### config.mk
export PLATFORM = sky130hd
export DESIGN_NAME = touch_gesture_recognizer_flat
export DESIGN_NICKNAME = d
export VERILOG_FILES = /design/src/rtl/gtr_pkg.sv /design/src/rtl/gtr_if.sv /design/src/rtl/gtr_div.sv /design/src/rtl/touch_gesture_recognizer.sv /design/src/flat_wrapper.sv
export SDC_FILE = /design/constraint.sdc
export NUM_CORES = 2
export LEC_CHECK = 0
export ABC_CLOCK_PERIOD_IN_PS = 18550
export BUFFER_PORTS_ARGS = -buffer_cell sky130_fd_sc_hd__buf_2
export CAP_MARGIN = 20
export CORE_MARGIN = 2
export CORE_UTILIZATION = 64
export CTS_BUF_LIST = sky130_fd_sc_hd__clkbuf_8
export CTS_CLUSTER_DIAMETER = 40
export DETAILED_ROUTE_END_ITERATION = 16
export GPL_ROUTABILITY_DRIVEN = 1
export PLACE_DENSITY_LB_ADDON = 0.2
export SLEW_MARGIN = 40
export SYNTH_ARGS = -nofsm -noshare
export SYNTH_HDL_FRONTEND = slang
export SYNTH_SLANG_ARGS = --single-unit
### constraint.sdc
create_clock -name clk -period 18.55 [get_ports clk]
set_input_delay 0.9275 -clock clk [delete_from_list [all_inputs] [get_ports clk]]
set_output_delay 0.9275 -clock clk [all_outputs]
set_load 0.005 [all_outputs]
### src/rtl/gtr_pkg.sv
`timescale 1ns / 1ps
// ----------------------------------------------------------------------------
// gtr_pkg: shared definitions of the touch gesture recogniser
// Field widths, register indexes, event and gesture codes, reset values.
// ----------------------------------------------------------------------------
package gtr_pkg;

  localparam int COORD_WIDTH_DEF = 16;
  localparam int TICK_WIDTH_DEF  = 16;

  localparam int CFG_W     = 16;
  localparam int CFG_IDX_W = 2;
  localparam int MODE_W    = 2;
  localparam int TIME_W    = 32;
  localparam int COUNT_W   = 4;
  localparam int KIND_W    = 3;
  localparam int TAP_W     = 16;
  localparam int MOVE_W    = 25;
  localparam int SCALE_W   = 16;
  localparam int ANCHOR_W  = 17;
  localparam int DIST_W    = 17;

  // register indexes
  localparam logic [CFG_IDX_W-1:0] CFG_PAN_THRESHOLD = 2'd0;
  localparam logic [CFG_IDX_W-1:0] CFG_DOUBLE_TAP    = 2'd1;
  localparam logic [CFG_IDX_W-1:0] CFG_VIEW_SCALE    = 2'd2;

  localparam logic [CFG_W-1:0] PAN_THRESHOLD_RST = 16'd10;
  localparam logic [CFG_W-1:0] DOUBLE_TAP_RST    = 16'd500;
  localparam logic [CFG_W-1:0] VIEW_SCALE_RST    = 16'd256;

  // event codes
  localparam logic [MODE_W-1:0] MODE_START = 2'd0;
  localparam logic [MODE_W-1:0] MODE_MOVE  = 2'd1;
  localparam logic [MODE_W-1:0] MODE_END   = 2'd2;
  localparam logic [MODE_W-1:0] MODE_TICK  = 2'd3;

  // gesture codes
  localparam logic [KIND_W-1:0] KIND_SINGLE_TAP  = 3'd0;
  localparam logic [KIND_W-1:0] KIND_DOUBLE_TAP  = 3'd1;
  localparam logic [KIND_W-1:0] KIND_PAN         = 3'd2;
  localparam logic [KIND_W-1:0] KIND_PAN_END     = 3'd3;
  localparam logic [KIND_W-1:0] KIND_PINCH_START = 3'd4;
  localparam logic [KIND_W-1:0] KIND_PINCH       = 3'd5;
  localparam logic [KIND_W-1:0] KIND_PINCH_END   = 3'd6;
  localparam logic [KIND_W-1:0] KIND_FAILURE     = 3'd7;

  localparam int PAN_SHIFT   = 16;  // delta * 65536
  localparam int PINCH_SHIFT = 15;  // centre sum delta * 32768

  localparam logic [SCALE_W-1:0] SCALE_MAX    = 16'hFFFF;
  localparam logic [MOVE_W-1:0]  MOVE_POS_LIM = 25'h0FF_FFFF;
  localparam logic [MOVE_W-1:0]  MOVE_NEG_LIM = 25'h100_0000;
  localparam logic [COUNT_W-1:0] PINCH_POINTS = 4'd2;

endpackage

### src/rtl/gtr_if.sv
`timescale 1ns / 1ps
// ----------------------------------------------------------------------------
// gtr_if: channel interfaces of the touch gesture recogniser
// Touch event channel and gesture result channel, valid/ready.
// ----------------------------------------------------------------------------
interface gtr_in_if import gtr_pkg::*; #(
  parameter int COORD_WIDTH = COORD_WIDTH_DEF
) ();
  logic                          valid;
  logic                          ready;
  logic [MODE_W-1:0]             mode;
  logic [TIME_W-1:0]             event_time;
  logic signed [COORD_WIDTH-1:0] first_global_x;
  logic signed [COORD_WIDTH-1:0] first_global_y;
  logic signed [COORD_WIDTH-1:0] first_content_x;
  logic signed [COORD_WIDTH-1:0] first_content_y;
  logic signed [COORD_WIDTH-1:0] second_global_x;
  logic signed [COORD_WIDTH-1:0] second_global_y;
  logic signed [COORD_WIDTH-1:0] second_content_x;
  logic signed [COORD_WIDTH-1:0] second_content_y;
  logic [COUNT_W-1:0]            point_count;
  logic                          any_pressed;

  modport source (
    output valid, mode, event_time, first_global_x, first_global_y, first_content_x,
           first_content_y, second_global_x, second_global_y, second_content_x,
           second_content_y, point_count, any_pressed,
    input  ready
  );
  modport sink (
    input  valid, mode, event_time, first_global_x, first_global_y, first_content_x,
           first_content_y, second_global_x, second_global_y, second_content_x,
           second_content_y, point_count, any_pressed,
    output ready
  );
endinterface

interface gtr_out_if import gtr_pkg::*; ();
  logic                       valid;
  logic                       ready;
  logic [KIND_W-1:0]          gesture_kind;
  logic [TIME_W-1:0]          result_time;
  logic signed [TAP_W-1:0]    tap_x;
  logic signed [TAP_W-1:0]    tap_y;
  logic signed [MOVE_W-1:0]   move_dx;
  logic signed [MOVE_W-1:0]   move_dy;
  logic [SCALE_W-1:0]         pinch_scale;
  logic signed [ANCHOR_W-1:0] anchor_x;
  logic signed [ANCHOR_W-1:0] anchor_y;

  modport source (
    output valid, gesture_kind, result_time, tap_x, tap_y, move_dx, move_dy,
           pinch_scale, anchor_x, anchor_y,
    input  ready
  );
  modport sink (
    input  valid, gesture_kind, result_time, tap_x, tap_y, move_dx, move_dy,
           pinch_scale, anchor_x, anchor_y,
    output ready
  );
endinterface

### src/rtl/gtr_div.sv
`timescale 1ns / 1ps
// ----------------------------------------------------------------------------
// gtr_div: shared unsigned divider
// Restoring division, one quotient bit per cycle, done pulse at the end.
// ----------------------------------------------------------------------------
module gtr_div import gtr_pkg::*; #(
  parameter int NUM_W = 33,
  parameter int DEN_W = DIST_W
) (
  input  logic             clk,
  input  logic             rst_n,
  input  logic             start,
  input  logic [NUM_W-1:0] num,
  input  logic [DEN_W-1:0] den,
  output logic             done,
  output logic [NUM_W-1:0] quot
);

  localparam int CNT_W = $clog2(NUM_W + 1);

  logic             busy_r;
  logic             done_r;
  logic [CNT_W-1:0] cnt_r;
  logic [NUM_W-1:0] num_r;   // dividend shifts out, quotient shifts in
  logic [DEN_W-1:0] den_r;
  logic [DEN_W-1:0] rem_r;
  logic [DEN_W:0]   trial;
  logic             fits;

  assign trial = {rem_r, num_r[NUM_W-1]};
  assign fits  = trial >= {1'b0, den_r};

  always_ff @(posedge clk) begin
    if (!rst_n) begin
      busy_r <= 1'b0;
      done_r <= 1'b0;
    end else begin
      done_r <= 1'b0;
      if (start) begin
        busy_r <= 1'b1;
        cnt_r  <= CNT_W'(NUM_W);
        num_r  <= num;
        den_r  <= den;
        rem_r  <= '0;
      end else if (busy_r) begin
        rem_r <= fits ? DEN_W'(trial - {1'b0, den_r}) : DEN_W'(trial);
        num_r <= {num_r[NUM_W-2:0], fits};
        cnt_r <= cnt_r - 1'b1;
        if (cnt_r == CNT_W'(1)) begin
          busy_r <= 1'b0;
          done_r <= 1'b1;
        end
      end
    end
  end

  assign done = done_r;
  assign quot = num_r;

endmodule

### src/rtl/touch_gesture_recognizer.sv
`timescale 1ns / 1ps
// ----------------------------------------------------------------------------
// touch_gesture_recognizer: tap, double tap, pan and pinch recogniser
// Gesture state machine with a shared multiplier, square root and divider.
// ----------------------------------------------------------------------------
// Usage
//   in_chan  : touch start / move / end events with two points, or a 1 ms tick.
//   out_chan : at most one gesture result per event, held until transferred.
//   cfg_*    : register writes (pan threshold, double-tap ticks, view scale),
//              only while the block is idle.
// Sequence (COORD_WIDTH = 16)
//   Ticks and plain events: decode, then emit if a result is due, then ready again.
//   Pan move: two passes of the 33-step divider, then emit.
//   Pinch start: the squares, then the 18-step square root, then emit.
//   Pinch move: square root, one multiply, three divisions, then emit
//   (the scale division is skipped when the start distance is zero).
//   In general the divider takes one step per dividend bit, the root one per root bit.
//   One event is in work at a time; in_chan.ready is high only when idle.
// Reset
//   Synchronous, active low: gesture idle, registers at their defaults, no
//   result pending.
// Stalls
//   The next event is taken while a result waits in the output register; if
//   that event also yields a result, the block holds it until the transfer.
// ----------------------------------------------------------------------------
module touch_gesture_recognizer import gtr_pkg::*; #(
  parameter int COORD_WIDTH = COORD_WIDTH_DEF,
  parameter int TICK_WIDTH  = TICK_WIDTH_DEF
) (
  input  logic                 clk,
  input  logic                 rst_n,
  gtr_in_if.sink               in_chan,
  gtr_out_if.source            out_chan,
  input  logic                 cfg_we,
  input  logic [CFG_IDX_W-1:0] cfg_idx,
  input  logic [CFG_W-1:0]     cfg_wdata
);

  localparam int CW    = COORD_WIDTH;
  localparam int PW    = CW + 1;            // point difference / pair sum
  localparam int DW    = CW + 2;            // difference of pair sums
  localparam int RT_W  = CW + 2;            // square root
  localparam int SQ_W  = 2 * RT_W;          // radicand
  localparam int REM_W = RT_W + 3;
  localparam int NUM_W = CW + 17;           // dividend
  localparam int MW    = (RT_W > SCALE_W) ? RT_W : SCALE_W;
  localparam int TH_W  = (PW > CFG_W) ? PW : CFG_W;
  localparam int TG_W  = (TICK_WIDTH > CFG_W) ? TICK_WIDTH : CFG_W;
  localparam int SQC_W = $clog2(RT_W + 1);

  typedef enum logic [3:0] {
    S_IDLE, S_DECODE, S_SQ_X, S_SQ_Y, S_SQRT, S_MUL,
    S_DIV_SC, S_DIV_X, S_DIV_Y, S_EMIT
  } fsm_t;

  typedef enum logic [2:0] {
    G_IDLE, G_SINGLE, G_WAIT, G_DOUBLE, G_PAN, G_PINCH
  } gst_t;

  typedef enum logic [1:0] {J_PAN, J_PSTART, J_PMOVE} job_t;

  // sequencer and gesture state
  fsm_t fsm_r;
  gst_t gst_r;
  job_t job_r;
  logic launch_r;

  // configuration
  logic [CFG_W-1:0] pan_thr_r, dtt_r, vscale_r;

  // captured event
  logic [MODE_W-1:0]    mode_r;
  logic [TIME_W-1:0]    time_r;
  logic signed [CW-1:0] g1x_r, g1y_r, c1x_r, c1y_r, g2x_r, g2y_r, c2x_r, c2y_r;
  logic [COUNT_W-1:0]   cnt_r;
  logic                 prs_r;

  // gesture context
  logic signed [CW-1:0]   org_x_r, org_y_r, last_x_r, last_y_r;
  logic [TIME_W-1:0]      tap_time_r;
  logic [TICK_WIDTH-1:0]  wt_r;
  logic [DIST_W-1:0]      sd_r;
  logic [SCALE_W-1:0]     ss_r;
  logic signed [PW-1:0]   cc_x_r, cc_y_r, ls_x_r, ls_y_r;

  // arithmetic
  logic signed [DW-1:0] dlt_x_r, dlt_y_r;
  logic [SQ_W-1:0]      acc_r;
  logic [REM_W-1:0]     rem_r;
  logic [RT_W-1:0]      root_r;
  logic [SQC_W-1:0]     sq_cnt_r;
  logic [NUM_W-1:0]     prod_r;

  // working result
  logic [KIND_W-1:0]          res_kind_r;
  logic [TIME_W-1:0]          res_time_r;
  logic [TAP_W-1:0]           res_tap_x_r, res_tap_y_r;
  logic [MOVE_W-1:0]          res_dx_r, res_dy_r;
  logic [SCALE_W-1:0]         res_scale_r;
  logic [ANCHOR_W-1:0]        res_anc_x_r, res_anc_y_r;

  // output register
  logic                out_valid_r;
  logic [KIND_W-1:0]   out_kind_r;
  logic [TIME_W-1:0]   out_time_r;
  logic [TAP_W-1:0]    out_tap_x_r, out_tap_y_r;
  logic [MOVE_W-1:0]   out_dx_r, out_dy_r;
  logic [SCALE_W-1:0]  out_scale_r;
  logic [ANCHOR_W-1:0] out_anc_x_r, out_anc_y_r;

  // ---- coordinate helpers ---------------------------------------------------
  function automatic logic [TAP_W-1:0] to_tap(input logic signed [CW-1:0] v);
    logic signed [31:0] e;
    e = 32'(v);
    return e[TAP_W-1:0];
  endfunction

  function automatic logic [ANCHOR_W-1:0] to_anchor(input logic signed [PW-1:0] v);
    logic signed [31:0] e;
    e = 32'(v);
    return e[ANCHOR_W-1:0];
  endfunction

  // truncated quotient magnitude back to a saturated signed delta
  function automatic logic [MOVE_W-1:0] sat_move(input logic [NUM_W-1:0] q,
                                                 input logic neg);
    logic [NUM_W-1:0] nq;
    nq = NUM_W'(0) - q;
    if (!neg) return (q > NUM_W'(MOVE_POS_LIM)) ? MOVE_POS_LIM : q[MOVE_W-1:0];
    return (q > NUM_W'(MOVE_NEG_LIM)) ? MOVE_NEG_LIM : nq[MOVE_W-1:0];
  endfunction

  // ---- event decode terms ---------------------------------------------------
  logic signed [PW-1:0] org_dx, org_dy, pan_dx, pan_dy, gs_x, gs_y, cs_x, cs_y;
  logic signed [PW-1:0] pp_dx, pp_dy;
  logic signed [DW-1:0] sum_dx, sum_dy;
  logic [PW-1:0]        org_mx, org_my, pp_mx, pp_my;
  logic                 beyond;

  assign org_dx = PW'(g1x_r) - PW'(org_x_r);
  assign org_dy = PW'(g1y_r) - PW'(org_y_r);
  assign org_mx = org_dx[PW-1] ? PW'(-org_dx) : PW'(org_dx);
  assign org_my = org_dy[PW-1] ? PW'(-org_dy) : PW'(org_dy);
  assign beyond = (TH_W'(org_mx) > TH_W'(pan_thr_r)) || (TH_W'(org_my) > TH_W'(pan_thr_r));

  assign pan_dx = PW'(g1x_r) - PW'(last_x_r);
  assign pan_dy = PW'(g1y_r) - PW'(last_y_r);
  assign gs_x   = PW'(g1x_r) + PW'(g2x_r);
  assign gs_y   = PW'(g1y_r) + PW'(g2y_r);
  assign cs_x   = PW'(c1x_r) + PW'(c2x_r);
  assign cs_y   = PW'(c1y_r) + PW'(c2y_r);
  assign sum_dx = DW'(gs_x) - DW'(ls_x_r);
  assign sum_dy = DW'(gs_y) - DW'(ls_y_r);

  // point pair separation for the distance
  assign pp_dx = PW'(g1x_r) - PW'(g2x_r);
  assign pp_dy = PW'(g1y_r) - PW'(g2y_r);
  assign pp_mx = pp_dx[PW-1] ? PW'(-pp_dx) : PW'(pp_dx);
  assign pp_my = pp_dy[PW-1] ? PW'(-pp_dy) : PW'(pp_dy);

  // double-tap timeout; the counter sticks at its maximum
  logic [TICK_WIDTH-1:0] wt_inc;
  logic [TG_W-1:0]       tick_target;
  logic                  tick_fire;

  assign wt_inc      = (wt_r != '1) ? wt_r + 1'b1 : wt_r;
  assign tick_target = (TG_W'(dtt_r) < TG_W'({TICK_WIDTH{1'b1}})) ? TG_W'(dtt_r)
                                                                  : TG_W'({TICK_WIDTH{1'b1}});
  assign tick_fire   = TG_W'(wt_inc) >= tick_target;

  // ---- shared multiplier ----------------------------------------------------
  logic [MW-1:0]   mul_a, mul_b;
  logic [2*MW-1:0] mul_p;

  always_comb begin
    case (fsm_r)
      S_SQ_X: begin
        mul_a = MW'(pp_mx);
        mul_b = MW'(pp_mx);
      end
      S_SQ_Y: begin
        mul_a = MW'(pp_my);
        mul_b = MW'(pp_my);
      end
      S_MUL: begin
        mul_a = MW'(ss_r);
        mul_b = MW'(root_r);
      end
      default: begin
        mul_a = '0;
        mul_b = '0;
      end
    endcase
  end

  assign mul_p = mul_a * mul_b;

  // ---- square root step, two radicand bits a cycle --------------------------
  logic [REM_W-1:0] rem_sh, trial, rem_nxt;
  logic [RT_W-1:0]  root_nxt;
  logic             sq_fit;

  assign rem_sh   = {rem_r[REM_W-3:0], acc_r[SQ_W-1 -: 2]};
  assign trial    = REM_W'({root_r, 2'b01});
  assign sq_fit   = rem_sh >= trial;
  assign rem_nxt  = sq_fit ? rem_sh - trial : rem_sh;
  assign root_nxt = {root_r[RT_W-2:0], sq_fit};

  // ---- shared divider -------------------------------------------------------
  logic [DW-1:0]     mag_x, mag_y;
  logic [DIST_W-1:0] vs;
  logic              div_start, div_done;
  logic [NUM_W-1:0]  div_num, div_quot;
  logic [DIST_W-1:0] div_den;

  assign mag_x = dlt_x_r[DW-1] ? DW'(-dlt_x_r) : DW'(dlt_x_r);
  assign mag_y = dlt_y_r[DW-1] ? DW'(-dlt_y_r) : DW'(dlt_y_r);
  assign vs    = (vscale_r == '0) ? DIST_W'(1) : DIST_W'(vscale_r);

  assign div_start = launch_r &&
                     (fsm_r == S_DIV_SC || fsm_r == S_DIV_X || fsm_r == S_DIV_Y);

  always_comb begin
    case (fsm_r)
      S_DIV_SC: begin
        div_num = prod_r;
        div_den = sd_r;
      end
      S_DIV_X: begin
        div_num = (job_r == J_PAN) ? NUM_W'(mag_x) << PAN_SHIFT
                                   : NUM_W'(mag_x) << PINCH_SHIFT;
        div_den = vs;
      end
      S_DIV_Y: begin
        div_num = (job_r == J_PAN) ? NUM_W'(mag_y) << PAN_SHIFT
                                   : NUM_W'(mag_y) << PINCH_SHIFT;
        div_den = vs;
      end
      default: begin
        div_num = '0;
        div_den = vs;
      end
    endcase
  end

  gtr_div #(
    .NUM_W (NUM_W),
    .DEN_W (DIST_W)
  ) u_div (
    .clk   (clk),
    .rst_n (rst_n),
    .start (div_start),
    .num   (div_num),
    .den   (div_den),
    .done  (div_done),
    .quot  (div_quot)
  );

  // ---- sequencer ------------------------------------------------------------
  always_ff @(posedge clk) begin
    if (!rst_n) begin
      fsm_r       <= S_IDLE;
      gst_r       <= G_IDLE;
      job_r       <= J_PAN;
      launch_r    <= 1'b0;
      out_valid_r <= 1'b0;
      pan_thr_r   <= PAN_THRESHOLD_RST;
      dtt_r       <= DOUBLE_TAP_RST;
      vscale_r    <= VIEW_SCALE_RST;
      org_x_r     <= '0;
      org_y_r     <= '0;
      last_x_r    <= '0;
      last_y_r    <= '0;
      tap_time_r  <= '0;
      wt_r        <= '0;
      sd_r        <= '0;
      ss_r        <= '0;
      cc_x_r      <= '0;
      cc_y_r      <= '0;
      ls_x_r      <= '0;
      ls_y_r      <= '0;
    end else begin
      if (cfg_we) begin
        case (cfg_idx)
          CFG_PAN_THRESHOLD: pan_thr_r <= cfg_wdata;
          CFG_DOUBLE_TAP:    dtt_r     <= cfg_wdata;
          CFG_VIEW_SCALE:    vscale_r  <= cfg_wdata;
          default: ;
        endcase
      end

      if (out_valid_r && out_chan.ready) out_valid_r <= 1'b0;
      if (div_start) launch_r <= 1'b0;

      case (fsm_r)
        S_IDLE: begin
          if (in_chan.valid) begin
            mode_r <= in_chan.mode;
            time_r <= in_chan.event_time;
            g1x_r  <= in_chan.first_global_x;
            g1y_r  <= in_chan.first_global_y;
            c1x_r  <= in_chan.first_content_x;
            c1y_r  <= in_chan.first_content_y;
            g2x_r  <= in_chan.second_global_x;
            g2y_r  <= in_chan.second_global_y;
            c2x_r  <= in_chan.second_content_x;
            c2y_r  <= in_chan.second_content_y;
            cnt_r  <= in_chan.point_count;
            prs_r  <= in_chan.any_pressed;
            fsm_r  <= S_DECODE;
          end
        end

        S_DECODE: begin
          res_kind_r  <= KIND_FAILURE;
          res_time_r  <= time_r;
          res_tap_x_r <= '0;
          res_tap_y_r <= '0;
          res_dx_r    <= '0;
          res_dy_r    <= '0;
          res_scale_r <= '0;
          res_anc_x_r <= '0;
          res_anc_y_r <= '0;
          fsm_r       <= S_IDLE;

          if (mode_r == MODE_TICK) begin
            if (gst_r == G_WAIT) begin
              if (tick_fire) begin
                res_kind_r  <= KIND_SINGLE_TAP;
                res_time_r  <= tap_time_r;
                res_tap_x_r <= to_tap(org_x_r);
                res_tap_y_r <= to_tap(org_y_r);
                gst_r       <= G_IDLE;
                wt_r        <= '0;
                fsm_r       <= S_EMIT;
              end else begin
                wt_r <= wt_inc;
              end
            end
          end else begin
            last_x_r <= g1x_r;
            last_y_r <= g1y_r;
            case (gst_r)
              G_IDLE: begin
                if (mode_r == MODE_START) begin
                  gst_r   <= G_SINGLE;
                  org_x_r <= g1x_r;
                  org_y_r <= g1y_r;
                end
              end
              G_SINGLE, G_DOUBLE: begin
                if (mode_r == MODE_MOVE) begin
                  if (beyond) begin
                    gst_r      <= G_PAN;
                    res_kind_r <= KIND_PAN;
                    dlt_x_r    <= DW'(pan_dx);
                    dlt_y_r    <= DW'(pan_dy);
                    job_r      <= J_PAN;
                    launch_r   <= 1'b1;
                    fsm_r      <= S_DIV_X;
                  end
                end else if (mode_r == MODE_END) begin
                  if (gst_r == G_SINGLE) begin
                    gst_r      <= G_WAIT;
                    tap_time_r <= time_r;
                    wt_r       <= '0;
                  end else begin
                    gst_r       <= G_IDLE;
                    res_kind_r  <= KIND_DOUBLE_TAP;
                    res_tap_x_r <= to_tap(g1x_r);
                    res_tap_y_r <= to_tap(g1y_r);
                    fsm_r       <= S_EMIT;
                  end
                end else begin
                  gst_r      <= G_PINCH;
                  ss_r       <= vscale_r;
                  cc_x_r     <= cs_x;
                  cc_y_r     <= cs_y;
                  ls_x_r     <= gs_x;
                  ls_y_r     <= gs_y;
                  res_kind_r <= KIND_PINCH_START;
                  job_r      <= J_PSTART;
                  fsm_r      <= S_SQ_X;
                end
              end
              G_WAIT: begin
                wt_r <= '0;
                if (mode_r == MODE_START) begin
                  gst_r <= G_DOUBLE;
                end else begin
                  gst_r      <= G_IDLE;
                  tap_time_r <= '0;
                  sd_r       <= '0;
                  ss_r       <= '0;
                  res_kind_r <= KIND_FAILURE;
                  fsm_r      <= S_EMIT;
                end
              end
              G_PAN: begin
                if (mode_r == MODE_MOVE) begin
                  res_kind_r <= KIND_PAN;
                  dlt_x_r    <= DW'(pan_dx);
                  dlt_y_r    <= DW'(pan_dy);
                  job_r      <= J_PAN;
                  launch_r   <= 1'b1;
                  fsm_r      <= S_DIV_X;
                end else if (mode_r == MODE_END) begin
                  gst_r      <= G_IDLE;
                  res_kind_r <= KIND_PAN_END;
                  fsm_r      <= S_EMIT;
                end else begin
                  gst_r      <= G_PINCH;
                  ss_r       <= vscale_r;
                  cc_x_r     <= cs_x;
                  cc_y_r     <= cs_y;
                  ls_x_r     <= gs_x;
                  ls_y_r     <= gs_y;
                  res_kind_r <= KIND_PINCH_START;
                  job_r      <= J_PSTART;
                  fsm_r      <= S_SQ_X;
                end
              end
              G_PINCH: begin
                if (cnt_r < PINCH_POINTS) begin
                  // lost a finger: failure and back to idle
                  gst_r      <= G_IDLE;
                  tap_time_r <= '0;
                  wt_r       <= '0;
                  sd_r       <= '0;
                  ss_r       <= '0;
                  res_kind_r <= KIND_FAILURE;
                  fsm_r      <= S_EMIT;
                end else if (mode_r == MODE_MOVE) begin
                  ls_x_r      <= gs_x;
                  ls_y_r      <= gs_y;
                  dlt_x_r     <= sum_dx;
                  dlt_y_r     <= sum_dy;
                  res_kind_r  <= KIND_PINCH;
                  res_anc_x_r <= to_anchor(cc_x_r);
                  res_anc_y_r <= to_anchor(cc_y_r);
                  job_r       <= J_PMOVE;
                  fsm_r       <= S_SQ_X;
                end else if (mode_r == MODE_END) begin
                  if (prs_r) begin
                    gst_r <= G_PAN;
                  end else begin
                    gst_r      <= G_IDLE;
                    tap_time_r <= '0;
                    wt_r       <= '0;
                    sd_r       <= '0;
                    ss_r       <= '0;
                  end
                  res_kind_r <= KIND_PINCH_END;
                  fsm_r      <= S_EMIT;
                end
              end
              default: begin
                gst_r      <= G_IDLE;
                tap_time_r <= '0;
                wt_r       <= '0;
                sd_r       <= '0;
                ss_r       <= '0;
              end
            endcase
          end
        end

        S_SQ_X: begin
          acc_r <= SQ_W'(mul_p);
          fsm_r <= S_SQ_Y;
        end

        S_SQ_Y: begin
          acc_r    <= acc_r + SQ_W'(mul_p);
          rem_r    <= '0;
          root_r   <= '0;
          sq_cnt_r <= SQC_W'(RT_W);
          fsm_r    <= S_SQRT;
        end

        S_SQRT: begin
          acc_r    <= acc_r << 2;
          rem_r    <= rem_nxt;
          root_r   <= root_nxt;
          sq_cnt_r <= sq_cnt_r - 1'b1;
          if (sq_cnt_r == SQC_W'(1)) begin
            if (job_r == J_PSTART) begin
              sd_r  <= DIST_W'(root_nxt);
              fsm_r <= S_EMIT;
            end else begin
              fsm_r <= S_MUL;
            end
          end
        end

        S_MUL: begin
          prod_r   <= NUM_W'(mul_p);
          launch_r <= 1'b1;
          if (sd_r == '0) begin
            res_scale_r <= SCALE_MAX;
            fsm_r       <= S_DIV_X;
          end else begin
            fsm_r <= S_DIV_SC;
          end
        end

        S_DIV_SC: begin
          if (div_done) begin
            res_scale_r <= (div_quot > NUM_W'(SCALE_MAX)) ? SCALE_MAX
                                                          : div_quot[SCALE_W-1:0];
            launch_r    <= 1'b1;
            fsm_r       <= S_DIV_X;
          end
        end

        S_DIV_X: begin
          if (div_done) begin
            res_dx_r <= sat_move(div_quot, dlt_x_r[DW-1]);
            launch_r <= 1'b1;
            fsm_r    <= S_DIV_Y;
          end
        end

        S_DIV_Y: begin
          if (div_done) begin
            res_dy_r <= sat_move(div_quot, dlt_y_r[DW-1]);
            fsm_r    <= S_EMIT;
          end
        end

        S_EMIT: begin
          if (!out_valid_r || out_chan.ready) begin
            out_valid_r <= 1'b1;
            out_kind_r  <= res_kind_r;
            out_time_r  <= res_time_r;
            out_tap_x_r <= res_tap_x_r;
            out_tap_y_r <= res_tap_y_r;
            out_dx_r    <= res_dx_r;
            out_dy_r    <= res_dy_r;
            out_scale_r <= res_scale_r;
            out_anc_x_r <= res_anc_x_r;
            out_anc_y_r <= res_anc_y_r;
            fsm_r       <= S_IDLE;
          end
        end

        default: fsm_r <= S_IDLE;
      endcase
    end
  end

  assign in_chan.ready         = (fsm_r == S_IDLE);
  assign out_chan.valid        = out_valid_r;
  assign out_chan.gesture_kind = out_kind_r;
  assign out_chan.result_time  = out_time_r;
  assign out_chan.tap_x        = out_tap_x_r;
  assign out_chan.tap_y        = out_tap_y_r;
  assign out_chan.move_dx      = out_dx_r;
  assign out_chan.move_dy      = out_dy_r;
  assign out_chan.pinch_scale  = out_scale_r;
  assign out_chan.anchor_x     = out_anc_x_r;
  assign out_chan.anchor_y     = out_anc_y_r;

endmodule

### src/flat_wrapper.sv
// flat-port wrapper written by rule: the top's interface ports become plain ports
module touch_gesture_recognizer_flat import gtr_pkg::*;
#(
  parameter int COORD_WIDTH = COORD_WIDTH_DEF,
  parameter int TICK_WIDTH  = TICK_WIDTH_DEF
)
  (clk, rst_n, cfg_we, cfg_idx, cfg_wdata, in_chan_valid, in_chan_mode, in_chan_event_time, in_chan_first_global_x, in_chan_first_global_y, in_chan_first_content_x, in_chan_first_content_y, in_chan_second_global_x, in_chan_second_global_y, in_chan_second_content_x, in_chan_second_content_y, in_chan_point_count, in_chan_any_pressed, in_chan_ready, out_chan_valid, out_chan_gesture_kind, out_chan_result_time, out_chan_tap_x, out_chan_tap_y, out_chan_move_dx, out_chan_move_dy, out_chan_pinch_scale, out_chan_anchor_x, out_chan_anchor_y, out_chan_ready);
  gtr_in_if #(.COORD_WIDTH(COORD_WIDTH)) in_chan_i ();
  gtr_out_if out_chan_i ();
  input  logic clk;
  input  logic rst_n;
  input  logic cfg_we;
  input  logic [CFG_IDX_W-1:0] cfg_idx;
  input  logic [CFG_W-1:0] cfg_wdata;
  input wire logic [$bits(in_chan_i.valid)-1:0] in_chan_valid;
  input wire logic [$bits(in_chan_i.mode)-1:0] in_chan_mode;
  input wire logic [$bits(in_chan_i.event_time)-1:0] in_chan_event_time;
  input wire logic [$bits(in_chan_i.first_global_x)-1:0] in_chan_first_global_x;
  input wire logic [$bits(in_chan_i.first_global_y)-1:0] in_chan_first_global_y;
  input wire logic [$bits(in_chan_i.first_content_x)-1:0] in_chan_first_content_x;
  input wire logic [$bits(in_chan_i.first_content_y)-1:0] in_chan_first_content_y;
  input wire logic [$bits(in_chan_i.second_global_x)-1:0] in_chan_second_global_x;
  input wire logic [$bits(in_chan_i.second_global_y)-1:0] in_chan_second_global_y;
  input wire logic [$bits(in_chan_i.second_content_x)-1:0] in_chan_second_content_x;
  input wire logic [$bits(in_chan_i.second_content_y)-1:0] in_chan_second_content_y;
  input wire logic [$bits(in_chan_i.point_count)-1:0] in_chan_point_count;
  input wire logic [$bits(in_chan_i.any_pressed)-1:0] in_chan_any_pressed;
  output wire logic [$bits(in_chan_i.ready)-1:0] in_chan_ready;
  output wire logic [$bits(out_chan_i.valid)-1:0] out_chan_valid;
  output wire logic [$bits(out_chan_i.gesture_kind)-1:0] out_chan_gesture_kind;
  output wire logic [$bits(out_chan_i.result_time)-1:0] out_chan_result_time;
  output wire logic [$bits(out_chan_i.tap_x)-1:0] out_chan_tap_x;
  output wire logic [$bits(out_chan_i.tap_y)-1:0] out_chan_tap_y;
  output wire logic [$bits(out_chan_i.move_dx)-1:0] out_chan_move_dx;
  output wire logic [$bits(out_chan_i.move_dy)-1:0] out_chan_move_dy;
  output wire logic [$bits(out_chan_i.pinch_scale)-1:0] out_chan_pinch_scale;
  output wire logic [$bits(out_chan_i.anchor_x)-1:0] out_chan_anchor_x;
  output wire logic [$bits(out_chan_i.anchor_y)-1:0] out_chan_anchor_y;
  input wire logic [$bits(out_chan_i.ready)-1:0] out_chan_ready;
  assign in_chan_i.valid = in_chan_valid;
  assign in_chan_i.mode = in_chan_mode;
  assign in_chan_i.event_time = in_chan_event_time;
  assign in_chan_i.first_global_x = in_chan_first_global_x;
  assign in_chan_i.first_global_y = in_chan_first_global_y;
  assign in_chan_i.first_content_x = in_chan_first_content_x;
  assign in_chan_i.first_content_y = in_chan_first_content_y;
  assign in_chan_i.second_global_x = in_chan_second_global_x;
  assign in_chan_i.second_global_y = in_chan_second_global_y;
  assign in_chan_i.second_content_x = in_chan_second_content_x;
  assign in_chan_i.second_content_y = in_chan_second_content_y;
  assign in_chan_i.point_count = in_chan_point_count;
  assign in_chan_i.any_pressed = in_chan_any_pressed;
  assign in_chan_ready = in_chan_i.ready;
  assign out_chan_valid = out_chan_i.valid;
  assign out_chan_gesture_kind = out_chan_i.gesture_kind;
  assign out_chan_result_time = out_chan_i.result_time;
  assign out_chan_tap_x = out_chan_i.tap_x;
  assign out_chan_tap_y = out_chan_i.tap_y;
  assign out_chan_move_dx = out_chan_i.move_dx;
  assign out_chan_move_dy = out_chan_i.move_dy;
  assign out_chan_pinch_scale = out_chan_i.pinch_scale;
  assign out_chan_anchor_x = out_chan_i.anchor_x;
  assign out_chan_anchor_y = out_chan_i.anchor_y;
  assign out_chan_i.ready = out_chan_ready;
  touch_gesture_recognizer #(.COORD_WIDTH(COORD_WIDTH), .TICK_WIDTH(TICK_WIDTH)) u_core (.clk(clk), .rst_n(rst_n), .in_chan(in_chan_i), .out_chan(out_chan_i), .cfg_we(cfg_we), .cfg_idx(cfg_idx), .cfg_wdata(cfg_wdata));
endmodule
==> run summary <==
status = finished, final reports clean
post-synthesis async set-or-reset flop share = 0
Starting Density = 0.646
DRT iter0 DRCs = 4,694
Fillers = 7,229
slowest cell on the critical path = xnor2_1
Post-CTS Resized = 0
Port Buffers = 357
count leader, synth = nand2_1
DRC Markers = 0
Post-CTS Setup Bufs = 0
initial antenna violation count = 15
Final Setup Violations = 0
Worst EP required = 19,160 ps
placed cell count = 7,891
Final ANT Viol Nets = 0
layout cell share with drive strength beyond 1 = 0.119
First-pass DRT Iterations = 6
number of vias per cell = 6.06
vias in the first global route = 48,200
CP bufs+invs = 7
Routed WL = 168,000 um
Fmax achieved = 74.1 MHz
IO Pins = 359
dpl cell area = 0.0668 sq mm
critical path type = reg -> reg
worst skew pair latency = 890 ps
EDFF count, synth = 720
post-route cell area = 0.0705 sq mm
period utilization = 0.727
biggest area consumer among synthesized cells = edfxtp_1
Clock Root Buffer = clkbuf_8
Setup crit end kind = flip-flop
Hold Crit Class = in -> reg
Clock Path Buffers = 3
post-synth top area share = 0.340
max-cap violations = 0
largest net degree at the start of global routing = 117
total power divided by cell area = 104 mW/mm^2
Slew headroom = 0.386
delay-heaviest family, CP = compound AO/OA/AOI/OAI gates
CTS tree = built
synth top area cells = edfxtp_1, ha_1, dfxtp_1
Die Ht = 319 um
Clock transition at path regs = 60 ps
worst-margin pin slew = 921 ps
GP Congestion = 0.954
gr usage total = 0.328
Hold Buf Count CTS = 0
gr ovfl total = 0
HPWL Detailed = 123,000 um
Post-Syn Instances = 6,450
warnings from Yosys = 0
Cell Area, Synth = 0.0636 sq mm
most frequent cells after synthesis = nand2_1, edfxtp_1, inv_1
min Tclk post-route = 13,490 ps
die width = 319 um
Max Clock Skew = 80.5 ps
DIE AREA = 0.102 sq mm
critical path launch point type = flip-flop
CP max FO = 18
H-Tree Depth = 4
sequential fraction of the synthesis area = 0.426
Layout area overhead = 10.9%
Clock Sinks = 994
Leak = 29.0 nW
Final Hold Fails = 0
Netlist cell types = 95
core area = 0.0984 sq mm
max incr delay on CP = 680 ps
signal arrival time at the worst endpoint = 14,100 ps
Num CTS Buffers = 174
num rows = 115
Avg Inst Size Synth = 9.86 sq um
FF+latch count, synth = 994
via count = 49,900
WL per Instance = 20.4 um
Nets = 7,668
Non-Filler Instances = 8,231
final slew viol count = 0
TNS Setup = 0 ps
wire length of the first global-routing pass = 263,000 um
prevailing post-synth register cell = edfxtp_1
VDD IR-drop max = 0.0974 mV
unrepaired setup endpoints after global routing = no
where the power goes:
part	internal (mW)	switching, mW
Combinational	0.917	1.55
Sequential	2.69	0.133
Clock	1.11	0.967
Total	4.72	2.65
flip-flops by register name (all words and copies together) (netlist names), 32 cells and up:
name                         flops
u_core.acc_r                    36
u_core.u_div.quot               33
u_core.time_r                   32
u_core.res_time_r               32
u_core.prod_r                   33
u_core.out_chan.result_time     32
u_core.tap_time_r               32
logic make-up (layout without fill, tap and decap cells):
group                    after synthesis  count (layout)  share of synthesized area
buffers and inverters                916            1392                     0.0549
AND/OR/NAND/NOR                     1962            1962                      0.143
other                                  2              20                   0.000118
XOR/XNOR                             323             323                     0.0445
adder cells (fa/ha/maj)              696             696                      0.167
flip-flops                           994             994                      0.426
AO/OA/AOI/OAI                       1454            1454                      0.147
multiplexers                         103             103                     0.0174
metrics by stage:
stage | utilization | total power, mW | hold slack, ps | worst slack, ps
CTS | 0.716 | 7.34 | 151 | 5100
detailed placement | 0.679 | 5.27 | 405 | 5160
global placement | 0.677 | 5.18 | 401 | 5390
global route | 0.716 | 7.74 | 195 | 4430
finish | 0.716 | 7.37 | 208 | 5060
floorplan | - | 4.58 | 400 | 4300
path summary, 6_finish.rpt:
kind | start | endpoint | slack, ps | cells after the start
setup reg to reg | u_core.g1x_r[0] | u_core.acc_r[35] | 5060 | 44
hold reg to reg | u_core.res_kind_r[1] | u_core.out_chan.gesture_kind[1] | 400 | 0
hold / removal | in_chan_second_content_y[5] | u_core.c2y_r[5] | 210 | 1
setup / recovery | u_core.g1x_r[0] | u_core.acc_r[35] | 5060 | 44
cell type report:
cell class / instances / area [sq um] / share of cell area
Sequential cell: 994 / 27100 / 0.385
Clock inverter: 134 / 993 / 0.0141
Antenna cell: 12 / 30.0 / 0.000426
Multi-Input combinational cell: 4546 / 33300 / 0.472
Clock buffer: 192 / 2640 / 0.0375
Inverter: 628 / 2360 / 0.0335
Timing Repair Buffer: 438 / 2490 / 0.0353
Tap cell: 1287 / 1610 / 0.0228
cell usage in the layout (no fill, tap or decap), types with 42 or more instances in the layout:
cell,instances
nor2b_1,66
ha_1,442
and2_1,113
nand3_1,143
buf_4,68
nor3_1,92
inv_1,687
clkbuf_8,192
dfxtp_1,274
a22o_1,46
fa_1,253
o21ai_0,236
a211oi_1,56
a21oi_1,498
mux2_2,51
nand2_1,777
edfxtp_1,720
xnor2_1,200
buf_2,358
xor2_1,123
o31ai_1,42
a21o_1,111
nand2b_1,50
mux2i_1,51
nor2_1,441
o21a_1,47
and3_1,67
routing by layer:
| metal | part of all wire | track usage |
|---|---|---|
| met1 | 0.42 | 0.439 |
| met5 | 0.00017 | 0 |
| met4 | 0.041 | 0.141 |
| met3 | 0.078 | 0.0575 |
| met2 | 0.47 | 0.527 |
Note: power is estimated with default switching activity, not from simulation.
